$ cat src/ofcd_pkg.sv
`timescale 1ns / 1ps
// ----------------------------------------------------------------------------
// ofcd_pkg
// shared types and constants of the offset framed command deframer
// ----------------------------------------------------------------------------
package ofcd_pkg;

    localparam int WinLen     = 9;
    localparam int InnerLen   = WinLen - 2;
    localparam int QueueDepth = 2;
    localparam int CfgIdxW    = 2;

    localparam logic [7:0] StartReset  = 8'd36;
    localparam logic [7:0] EndReset    = 8'd35;
    localparam logic [7:0] OffsetReset = 8'd14;

    localparam logic [CfgIdxW-1:0] RegStart  = 2'd0;
    localparam logic [CfgIdxW-1:0] RegEnd    = 2'd1;
    localparam logic [CfgIdxW-1:0] RegOffset = 2'd2;

    typedef enum logic [1:0] {
        StOk     = 2'd0,
        StChkErr = 2'd1,
        StNan    = 2'd2
    } t_status;

    // raw inner bytes of a matched window, index 0 is the command byte
    typedef logic [InnerLen-1:0][7:0] t_inner;

    typedef struct packed {
        logic [7:0] start_marker;
        logic [7:0] end_marker;
        logic [7:0] byte_offset;
    } t_cfg;

    typedef struct packed {
        logic full;
        logic empty;
    } t_q_status;

endpackage

$ cat src/ofcd_if.sv
`timescale 1ns / 1ps
// ----------------------------------------------------------------------------
// ofcd_if
// valid/ready channel interfaces for received bytes, results and config
// ----------------------------------------------------------------------------
interface ofcd_rx_if;
    logic       valid;
    logic       ready;
    logic [7:0] rx_byte;
    modport source (output valid, output rx_byte, input ready);
    modport sink   (input valid, input rx_byte, output ready);
endinterface

interface ofcd_res_if;
    logic        valid;
    logic        ready;
    logic [7:0]  command;
    logic [31:0] payload_bits;
    logic [1:0]  status;
    modport source (output valid, output command, output payload_bits, output status,
                    input ready);
    modport sink   (input valid, input command, input payload_bits, input status,
                    output ready);
endinterface

interface ofcd_cfg_if;
    logic                          valid;
    logic                          ready;
    logic [ofcd_pkg::CfgIdxW-1:0]  index;
    logic [7:0]                    data;
    modport source (output valid, output index, output data, input ready);
    modport sink   (input valid, input index, input data, output ready);
endinterface

$ cat src/ofcd_front.sv
`timescale 1ns / 1ps
// ----------------------------------------------------------------------------
// ofcd_front
// sliding byte window and frame marker match, pushes matched frames
// ----------------------------------------------------------------------------
module ofcd_front (
    input  logic                i_clk,
    input  logic                i_rst_n,
    ofcd_rx_if.sink             i_rx,
    input  ofcd_pkg::t_cfg      i_cfg,
    input  ofcd_pkg::t_q_status i_q_status,
    output logic                o_push,
    output ofcd_pkg::t_inner    o_frame
);

    logic [7:0] r_win [ofcd_pkg::WinLen];
    logic       w_accept;
    logic       w_match;

    assign i_rx.ready = !i_q_status.full;
    assign w_accept   = i_rx.valid && i_rx.ready;

    // window after the shift: oldest is r_win[1], newest is the incoming byte
    assign w_match = (r_win[1] == i_cfg.start_marker) && (i_rx.rx_byte == i_cfg.end_marker);
    assign o_push  = w_accept && w_match;

    always_comb begin
        for (int i = 0; i < ofcd_pkg::InnerLen; i++) begin
            o_frame[i] = r_win[i+2];
        end
    end

    always_ff @(posedge i_clk) begin
        if (!i_rst_n) begin
            for (int i = 0; i < ofcd_pkg::WinLen; i++) begin
                r_win[i] <= 8'd0;
            end
        end else if (w_accept) begin
            for (int i = 0; i < ofcd_pkg::WinLen - 1; i++) begin
                r_win[i] <= r_win[i+1];
            end
            r_win[ofcd_pkg::WinLen-1] <= i_rx.rx_byte;
        end
    end

`ifndef SYNTH
    a_push_needs_end: assert property (@(posedge i_clk) disable iff (!i_rst_n)
        o_push |-> (i_rx.rx_byte == i_cfg.end_marker) && !i_q_status.full)
        else $error("frame pushed without end marker or into full queue");
`endif

endmodule

$ cat src/ofcd_queue.sv
`timescale 1ns / 1ps
// ----------------------------------------------------------------------------
// ofcd_queue
// short frame queue between the window front and the decode back
// ----------------------------------------------------------------------------
module ofcd_queue #(
    parameter int DEPTH = ofcd_pkg::QueueDepth
) (
    input  logic                i_clk,
    input  logic                i_rst_n,
    input  logic                i_push,
    input  ofcd_pkg::t_inner    i_data,
    input  logic                i_pop,
    output ofcd_pkg::t_inner    o_data,
    output ofcd_pkg::t_q_status o_status
);

    localparam int PtrW = (DEPTH > 1) ? $clog2(DEPTH) : 1;
    localparam int CntW = $clog2(DEPTH + 1);

    ofcd_pkg::t_inner r_mem [DEPTH];
    logic [PtrW-1:0]  r_wr_ptr;
    logic [PtrW-1:0]  r_rd_ptr;
    logic [CntW-1:0]  r_count;
    logic             w_push;
    logic             w_pop;

    assign o_status.full  = (r_count == CntW'(DEPTH));
    assign o_status.empty = (r_count == '0);
    assign w_push = i_push && !o_status.full;
    assign w_pop  = i_pop && !o_status.empty;
    assign o_data = r_mem[r_rd_ptr];

    always_ff @(posedge i_clk) begin
        if (w_push) begin
            r_mem[r_wr_ptr] <= i_data;
        end
    end

    always_ff @(posedge i_clk) begin
        if (!i_rst_n) begin
            r_wr_ptr <= '0;
            r_rd_ptr <= '0;
            r_count  <= '0;
        end else begin
            if (w_push) begin
                r_wr_ptr <= (r_wr_ptr == PtrW'(DEPTH - 1)) ? '0 : r_wr_ptr + 1'b1;
            end
            if (w_pop) begin
                r_rd_ptr <= (r_rd_ptr == PtrW'(DEPTH - 1)) ? '0 : r_rd_ptr + 1'b1;
            end
            case ({w_push, w_pop})
                2'b10:   r_count <= r_count + 1'b1;
                2'b01:   r_count <= r_count - 1'b1;
                default: r_count <= r_count;
            endcase
        end
    end

`ifndef SYNTH
    a_count_bound: assert property (@(posedge i_clk) disable iff (!i_rst_n)
        r_count <= CntW'(DEPTH))
        else $error("queue count beyond depth");
    a_no_lost_push: assert property (@(posedge i_clk) disable iff (!i_rst_n)
        i_push |-> !o_status.full)
        else $error("push into full queue");
`endif

endmodule

$ cat src/ofcd_back.sv
`timescale 1ns / 1ps
// ----------------------------------------------------------------------------
// ofcd_back
// removes the byte offset, checks checksum and nan, holds the result
// ----------------------------------------------------------------------------
module ofcd_back (
    input  logic                i_clk,
    input  logic                i_rst_n,
    input  ofcd_pkg::t_cfg      i_cfg,
    input  ofcd_pkg::t_q_status i_q_status,
    input  ofcd_pkg::t_inner    i_frame,
    output logic                o_pop,
    ofcd_res_if.source          o_res
);

    ofcd_pkg::t_inner  w_dec;
    logic [31:0]       w_payload;
    logic [15:0]       w_sum;
    logic [15:0]       w_check;
    logic              w_nan;
    ofcd_pkg::t_status w_status;

    logic              r_valid;
    logic [7:0]        r_command;
    logic [31:0]       r_payload;
    ofcd_pkg::t_status r_status;

    always_comb begin
        for (int i = 0; i < ofcd_pkg::InnerLen; i++) begin
            w_dec[i] = i_frame[i] - i_cfg.byte_offset;
        end
    end

    assign w_payload = {w_dec[1], w_dec[2], w_dec[3], w_dec[4]};
    assign w_sum     = {8'd0, w_dec[0]} + {8'd0, w_dec[1]} + {8'd0, w_dec[2]}
                     + {8'd0, w_dec[3]} + {8'd0, w_dec[4]};
    assign w_check   = {w_dec[5], w_dec[6]};
    assign w_nan     = (w_payload[30:23] == 8'hFF) && (w_payload[22:0] != 23'd0);

    always_comb begin
        if (w_sum != w_check) begin
            w_status = ofcd_pkg::StChkErr;
        end else if (w_nan) begin
            w_status = ofcd_pkg::StNan;
        end else begin
            w_status = ofcd_pkg::StOk;
        end
    end

    assign o_pop = !i_q_status.empty && (!r_valid || o_res.ready);

    always_ff @(posedge i_clk) begin
        if (!i_rst_n) begin
            r_valid <= 1'b0;
        end else if (o_pop) begin
            r_valid <= 1'b1;
        end else if (o_res.ready) begin
            r_valid <= 1'b0;
        end
    end

    always_ff @(posedge i_clk) begin
        if (o_pop) begin
            r_command <= w_dec[0];
            r_payload <= w_payload;
            r_status  <= w_status;
        end
    end

    assign o_res.valid        = r_valid;
    assign o_res.command      = r_command;
    assign o_res.payload_bits = r_payload;
    assign o_res.status       = r_status;

`ifndef SYNTH
    a_status_legal: assert property (@(posedge i_clk) disable iff (!i_rst_n)
        o_res.valid |-> (o_res.status != 2'd3))
        else $error("illegal status code");
    a_pop_on_load: assert property (@(posedge i_clk) disable iff (!i_rst_n)
        o_pop |=> r_valid)
        else $error("popped frame not held in result register");
`endif

endmodule

$ cat src/offset_framed_command_deframer.sv
`timescale 1ns / 1ps
// ----------------------------------------------------------------------------
// offset_framed_command_deframer
// received bytes enter a nine-byte window; when the oldest byte is the start
// marker and the newest the end marker, the seven inner bytes lose the
// offset and give command, float payload and a checked status
//
// channels: i_rx carries one rx_byte per transfer, o_res one result per
// matched frame (command, payload_bits, status), i_cfg writes start_marker
// (index 0), end_marker (1) and byte_offset (2); other indexes are dropped
// path: the end marker transfer writes the matched frame into the frame queue,
// and from there it is popped into the result register that drives o_res
// throughput: one byte per cycle; the front window stalls only when the
// frame queue is full, which happens only while o_res is held off
// reset: window cleared to zero, markers '$' and '#', offset 14, queue and
// result register empty; the cleared window takes part in matching
// receiver stall: the result register holds, the queue fills with up to
// QUEUE_DEPTH more frames, then i_rx.ready drops until o_res drains
// ----------------------------------------------------------------------------
module offset_framed_command_deframer #(
    parameter int QUEUE_DEPTH = ofcd_pkg::QueueDepth
) (
    input  logic        i_clk,
    input  logic        i_rst_n,
    ofcd_rx_if.sink     i_rx,
    ofcd_res_if.source  o_res,
    ofcd_cfg_if.sink    i_cfg
);

    ofcd_pkg::t_cfg      r_cfg;
    ofcd_pkg::t_q_status w_q_status;
    ofcd_pkg::t_inner    w_push_frame;
    ofcd_pkg::t_inner    w_pop_frame;
    logic                w_push;
    logic                w_pop;

    assign i_cfg.ready = 1'b1;

    always_ff @(posedge i_clk) begin
        if (!i_rst_n) begin
            r_cfg.start_marker <= ofcd_pkg::StartReset;
            r_cfg.end_marker   <= ofcd_pkg::EndReset;
            r_cfg.byte_offset  <= ofcd_pkg::OffsetReset;
        end else if (i_cfg.valid && i_cfg.ready) begin
            case (i_cfg.index)
                ofcd_pkg::RegStart:  r_cfg.start_marker <= i_cfg.data;
                ofcd_pkg::RegEnd:    r_cfg.end_marker   <= i_cfg.data;
                ofcd_pkg::RegOffset: r_cfg.byte_offset  <= i_cfg.data;
                default:             r_cfg <= r_cfg;
            endcase
        end
    end

    ofcd_front u_front (
        .i_clk      (i_clk),
        .i_rst_n    (i_rst_n),
        .i_rx       (i_rx),
        .i_cfg      (r_cfg),
        .i_q_status (w_q_status),
        .o_push     (w_push),
        .o_frame    (w_push_frame)
    );

    ofcd_queue #(
        .DEPTH (QUEUE_DEPTH)
    ) u_queue (
        .i_clk    (i_clk),
        .i_rst_n  (i_rst_n),
        .i_push   (w_push),
        .i_data   (w_push_frame),
        .i_pop    (w_pop),
        .o_data   (w_pop_frame),
        .o_status (w_q_status)
    );

    ofcd_back u_back (
        .i_clk      (i_clk),
        .i_rst_n    (i_rst_n),
        .i_cfg      (r_cfg),
        .i_q_status (w_q_status),
        .i_frame    (w_pop_frame),
        .o_pop      (w_pop),
        .o_res      (o_res)
    );

endmodule
$ cat src/flat_wrapper.sv
// flat-port wrapper written by rule: the top's interface ports become plain ports
module offset_framed_command_deframer_flat 
#(
    parameter int QUEUE_DEPTH = ofcd_pkg::QueueDepth
)
  (i_clk, i_rst_n, i_rx_valid, i_rx_rx_byte, i_rx_ready, o_res_valid, o_res_command, o_res_payload_bits, o_res_status, o_res_ready, i_cfg_valid, i_cfg_index, i_cfg_data, i_cfg_ready);
  ofcd_rx_if i_rx_i ();
  ofcd_res_if o_res_i ();
  ofcd_cfg_if i_cfg_i ();
  input  logic i_clk;
  input  logic i_rst_n;
  input wire logic [$bits(i_rx_i.valid)-1:0] i_rx_valid;
  input wire logic [$bits(i_rx_i.rx_byte)-1:0] i_rx_rx_byte;
  output wire logic [$bits(i_rx_i.ready)-1:0] i_rx_ready;
  output wire logic [$bits(o_res_i.valid)-1:0] o_res_valid;
  output wire logic [$bits(o_res_i.command)-1:0] o_res_command;
  output wire logic [$bits(o_res_i.payload_bits)-1:0] o_res_payload_bits;
  output wire logic [$bits(o_res_i.status)-1:0] o_res_status;
  input wire logic [$bits(o_res_i.ready)-1:0] o_res_ready;
  input wire logic [$bits(i_cfg_i.valid)-1:0] i_cfg_valid;
  input wire logic [$bits(i_cfg_i.index)-1:0] i_cfg_index;
  input wire logic [$bits(i_cfg_i.data)-1:0] i_cfg_data;
  output wire logic [$bits(i_cfg_i.ready)-1:0] i_cfg_ready;
  assign i_rx_i.valid = i_rx_valid;
  assign i_rx_i.rx_byte = i_rx_rx_byte;
  assign i_rx_ready = i_rx_i.ready;
  assign o_res_valid = o_res_i.valid;
  assign o_res_command = o_res_i.command;
  assign o_res_payload_bits = o_res_i.payload_bits;
  assign o_res_status = o_res_i.status;
  assign o_res_i.ready = o_res_ready;
  assign i_cfg_i.valid = i_cfg_valid;
  assign i_cfg_i.index = i_cfg_index;
  assign i_cfg_i.data = i_cfg_data;
  assign i_cfg_ready = i_cfg_i.ready;
  offset_framed_command_deframer #(.QUEUE_DEPTH(QUEUE_DEPTH)) u_core (.i_clk(i_clk), .i_rst_n(i_rst_n), .i_rx(i_rx_i), .o_res(o_res_i), .i_cfg(i_cfg_i));
endmodule
$ cat config.mk
export PLATFORM = sky130hd
export DESIGN_NAME = offset_framed_command_deframer_flat
export DESIGN_NICKNAME = d
export VERILOG_FILES = /design/src/ofcd_pkg.sv /design/src/ofcd_if.sv /design/src/ofcd_front.sv /design/src/ofcd_queue.sv /design/src/ofcd_back.sv /design/src/offset_framed_command_deframer.sv /design/src/flat_wrapper.sv
export SDC_FILE = /design/constraint.sdc
export NUM_CORES = 1
export LEC_CHECK = 0
export ABC_AREA = 1
export BUFFER_PORTS_ARGS = -buffer_cell sky130_fd_sc_hd__buf_2
export CAP_MARGIN = 20
export CORE_MARGIN = 4
export CORE_UTILIZATION = 49
export DETAILED_ROUTE_END_ITERATION = 16
export PLACE_DENSITY = 0.65
export REMOVE_ABC_BUFFERS = 1
export SYNTH_ARGS = -nofsm -noshare
export SYNTH_HDL_FRONTEND = slang
export SYNTH_SLANG_ARGS = --single-unit
export TNS_END_PERCENT = 1
$ cat constraint.sdc
create_clock -name i_clk -period 6.01 [get_ports i_clk]
set_clock_uncertainty 0.2 [all_clocks]
set_input_delay 0.601 -clock i_clk [delete_from_list [all_inputs] [get_ports i_clk]]
set_output_delay 0.601 -clock i_clk [all_outputs]
set_load 0.005 [all_outputs]
# Yosys cells after proc, flatten, opt, wreduce, memory -nomap -nowiden
# Memories as Yosys holds them, arrays and structs flattened. A register that Yosys moved wholly into a read port is not among the register bits.
# Index checks and enable logic that the tools add are counted.
# W data, S select, Z words.
# totals
output_inout_bits	45
register_bits	71
in_bits	23
word_cells	87
mem_count	2
mem_bits_rw	184
# op_classes
n_eq_ne	9
n_reduce_logical	19
bitwise_logic	9
add_sub_neg	15
muxes	23
# memory_table
name	words	word_bits	read_ports	rd_ports_with_merged_regs	write_ports	line_no	rtl
u_core.u_queue.r_mem	2	56	1	1	1	ofcd_queue.sv:21	ofcd_pkg::t_inner r_mem [DEPTH];
u_core.u_front.r_win	9	8	8	0	9	ofcd_front.sv:16	logic [7:0] r_win [ofcd_pkg::WinLen];
# op_table
op	n
$mux W8	9
$sub A8 B8 Y8	7
$reduce_bool A23 Y1	1
$eq A8 B8 Y1	2
$ne A12 B16 Y1	1
$add A11 B8 Y12	1
$mux W1	12
$add A10 B8 Y11	1
$add A9 B8 Y10	1
$add A8 B8 Y9	1
$or A1 B1 Y1	9
$eq A8 B8 Y1 const B	1
$logic_and A1 B1 Y1	7
$eq A2 B2 Y1 const B	3
$reduce_and A2 Y1	3
$eq A2 B1 Y1 const B	2
$logic_not A2 Y1	2
$pmux W2 S2	1
$reduce_bool A2 Y1	2
$logic_not A1 Y1	3
$add A1 B1 Y1 const B	2
$add A2 B1 Y2 const B	1
$mux W2	1
$sub A2 B1 Y2 const B	1
$logic_or A1 B1 Y1	1

# Logic depth before layout (Yosys ltp)
# logic_depth
word_depth	7
mapped_depth	29
ltp_nobuf	28

# By module
# From an unflattened synthesis, not the netlist that was laid out.
# unflattened
hier_cells	1338
area_unflattened_um2	13427.9
# by_module_without_submodules
module	instances	seq_area_each_um2	area_each_um2	cells_each
ofcd_back	1	1281.2	5200.0	705
ofcd_queue	1	3463.3	4454.3	214
ofcd_front	1	1921.8	2747.6	276
offset_framed_command_deframer	1	480.5	1026.0	143

# Worst setup path after synthesis
# OpenSTA, ideal clock, no wires.
# synth_timing
kind	flip-flop to flip-flop
from	reg with a tool-made name
to	reg u_core.u_back.r_status[0], in the netlist u_core.u_back.o_res.status[0], data pin
arrival_time_ns	4.737
stages_incl_launch_ff	28
slack_ns	0.798
synth_period_minus_slack_ns	5.212
setup_ns	0.274
required_ns	5.536
n_path_buf	2
cell_sequence	dfxtp_1 inv_2 buf_6 clkbuf_1 nand2_1 nand2_1 ha_1 a21oi_2 o21ai_4 a21oi_4 nor2_1 o21ai_1 nand2_1 xnor2_1 inv_1 fa_1 inv_1 fa_1 fa_1 ha_1 nand2_1 nand2_1 a21boi_0 nand4_1 nand2_1 nand3_1 nor2_1 nand3_1
# synth_lines
item	line_no	rtl
end signal, assigned	ofcd_back.sv:66	r_status <= w_status;
end, declared	ofcd_back.sv:26	ofcd_pkg::t_status r_status;

==> impl_metrics.yaml <==
placement:
  dpl_cell_area_mm2: 0.0136
  dp_hpwl_um: 21800
  gp_congestion: 0.860
  portBuffers: 66
sta:
  setup_viol: 0
  fin_crit_sh_pct: 92.9
  finalHoldViolCount: 0
  worst_pin_slew_ns: 1.04
  period_needed_ns: 5.59
  finalMaxSlewViolations: 0
  max-slew-margin-rel_pct: 30.2
  max_freq_ghz: 0.179
  grt_setup_unrepaired: "false"
setup_path:
  cp.buffers_inverters: 4
  critPathMaxStageDelay_ns: 0.54
  slowest_stage: "fa_1"
  endpoint_kind: "register"
  r2r_slack_ns: 0.42
  path_class: "register to register"
  cp_top_family: "adder cells"
  cp-start-kind: "register"
  r2r_cells: 26
  cp_common_cell: "nand2_1"
  arrival_ns: 5.64
  regToRegEndpoint: "u_core.u_back.o_res.status[0]"
  cp_max_fo: 11
  critPathRequiredTime_ns: 6.06
yosys:
  synth_edf_count: 218
  synthesis.area_mm2: 0.0128
  ys_ff_latch: 248
  synth_cells: 1323
  postSynthAreaPerCell_um2: 9.70
  ys_warn_count: 0
  ys_seq_area_share_pct: 55.7
  ys_types: 44
  synthFlopType: "edfxtp_1"
  async_flop_share_pct: 0
clock_tree:
  cts_tree: "done"
  hold_buffers: 0
  path_clk_slew_ns: 0.06
  post-cts-setup-buffers: 0
  cts-buffers-inserted: 26
  clk_path_buf_depth: 3
  numClockSinks: 248
  root_buffer: "clkbuf_16"
  htreeDepth: 1
  cts_resized: 0
  clock_latency_ns: 0.53
route:
  drt_iter0_drc: 651
  drt-total-wl_um: 29100
  route.detailed.drc: 0
  ant_nets: 0
  routedWlPerCell_um: 16.5
  routed-via-count: 8799
  dr.pass1.iters: 5
  via_per_inst: 5.00
floorplanning:
  dieWidth_um: 170
  io_pins: 68
  start_util_pct: 50.4
  num_rows: 58
  core_mm2: 0.0255
  die_area_mm2: 0.0288
  die_h_um: 170
global_routing:
  grt.total_usage_pct: 20.3
  first_global_vias: 8431
  grt_max_degree: 65
  antenna_found_initial: 0
  grt_first_pass_wirelength_um: 45700
  grt.overflow.total: 0
finish:
  final_area_mm2: 0.0145
  final_cell_mix: "nand2_1 (369), inv_1 (231), edfxtp_1 (218), nor2_1 (123), buf_2 (66)"
  final_nets: 1528
  syn_to_final_growth_pct: 12.8
  insertedDiodeCount: 0
  drive_gt1_share_pct: 10.1
  layout_commonest_cell: "nand2_1"
worst_hold_path:
  worstHoldPathCells: 3
  min_path_type: "input pin to register"
  whs_endpoint: "u_core.r_cfg[9]"
  hp-start: "i_cfg_data[1]"
job:
  drv_cap: 0
outcome:
  status: "complete, no violations"
==> cells by family (layout without fill, tap and decap cells) <==
family / after synthesis / in the layout / share of synthesized area, %
other cells: 1 / 1 / 0.0292
xor+xnor: 34 / 34 / 2.44
flops: 248 / 248 / 55.7
simple gates: 598 / 598 / 18.9
buf+inv: 256 / 363 / 7.66
fa+ha+maj: 93 / 93 / 10.8
compound gates: 86 / 86 / 3.94
mux: 7 / 7 / 0.546
==> cell usage after synthesis (all sizes together) (2+ instances only) <==
cell | count | area share [%]
a21boi | 2 | 0.15
or2 | 4 | 0.19
nand4 | 15 | 0.73
nand2 | 372 | 11
xor2 | 19 | 1.4
ha | 64 | 6.2
buf | 6 | 0.35
o21ai | 30 | 1.3
dfxtp | 30 | 4.7
nand3 | 65 | 2.6
o21bai | 3 | 0.18
mux2i | 7 | 0.55
clkbuf | 16 | 0.47
o22ai | 2 | 0.097
o21a | 3 | 0.18
a21o | 2 | 0.13
nor3 | 7 | 0.35
o211ai | 5 | 0.29
fa | 29 | 4.5
nand3b | 5 | 0.29
xnor2 | 15 | 1.1
inv | 234 | 6.8
a21oi | 39 | 1.6
nor2 | 128 | 3.8
edfxtp | 218 | 51
==> worst min-delay path, cell delays in order <==
cell and delay [ns]:
buf_2 0.13, nand2_1 0.06, nand3_1 0.05
==> layer usage <==
layer | up-vias | share of wire [%] | global-route usage (%)
met5 | - | 0 | 0
met4 | 0 | 1.6 | 4.31
met3 | 33 | 5.2 | 2.56
met2 | 207 | 47 | 33.5
met1 | 4128 | 46 | 29.2
li1 | 4431 | - | -
==> state kept, by name, indices dropped and copies added, names as in the netlist, named ones only <==
| name | flops |
|---|---|
| u_core.u_queue.r_wr_ptr | 1 |
| u_core.u_queue.r_rd_ptr | 1 |
| u_core.r_cfg | 24 |
| u_core.u_back.o_res.payload_bits | 32 |
| u_core.u_queue.r_mem | 112 |
| u_core.u_queue.r_count | 2 |
| u_core.u_front.r_win | 64 |
| u_core.u_back.o_res.valid | 1 |
| u_core.u_back.o_res.command | 8 |
| u_core.u_back.o_res.status | 2 |
==> cell type report <==
type                    instances  area (um2)
multi-input cells             819        4730
well taps                     330         413
clock inverters                 9         104
inverters                     234         878
fillers                      2235       11000
flip-flops and latches        248        7150
repair buffers                 83         470
clock buffers                  37         733
==> per-stage QoR <==
stage          hold slack, ns  util, %  setup slack [ns]  instances  setup TNS [ns]
2_1_floorplan           0.225        -            -0.732       1301           -1.45
3_3_place_gp            0.238     53.5             0.525       1713               0
3_5_place_dp            0.246     53.5             0.388       1713               0
4_1_cts                 0.134     56.8             0.395       1759               0
5_1_grt                 0.145     56.8            0.0778       1760               0
6_report                0.145     56.8             0.424       1760               0
==> worst max-delay path by stage <==
stage,endpoint,cells after the start,startpoint,slack [ns]
floorplan,u_core.u_back.o_res.status[0],26,register,-0.73
CTS,u_core.u_back.o_res.status[0],26,register,0.40
global placement,u_core.u_back.o_res.status[0],26,register,0.52
global route,u_core.u_back.o_res.status[0],26,register,0.08
finish,u_core.u_back.o_res.status[0],26,register,0.42
detailed placement,u_core.u_back.o_res.status[0],26,register,0.39
Power is not shown: default switching activity piles up to over one toggle a cycle in this logic, so the estimate is an artifact.
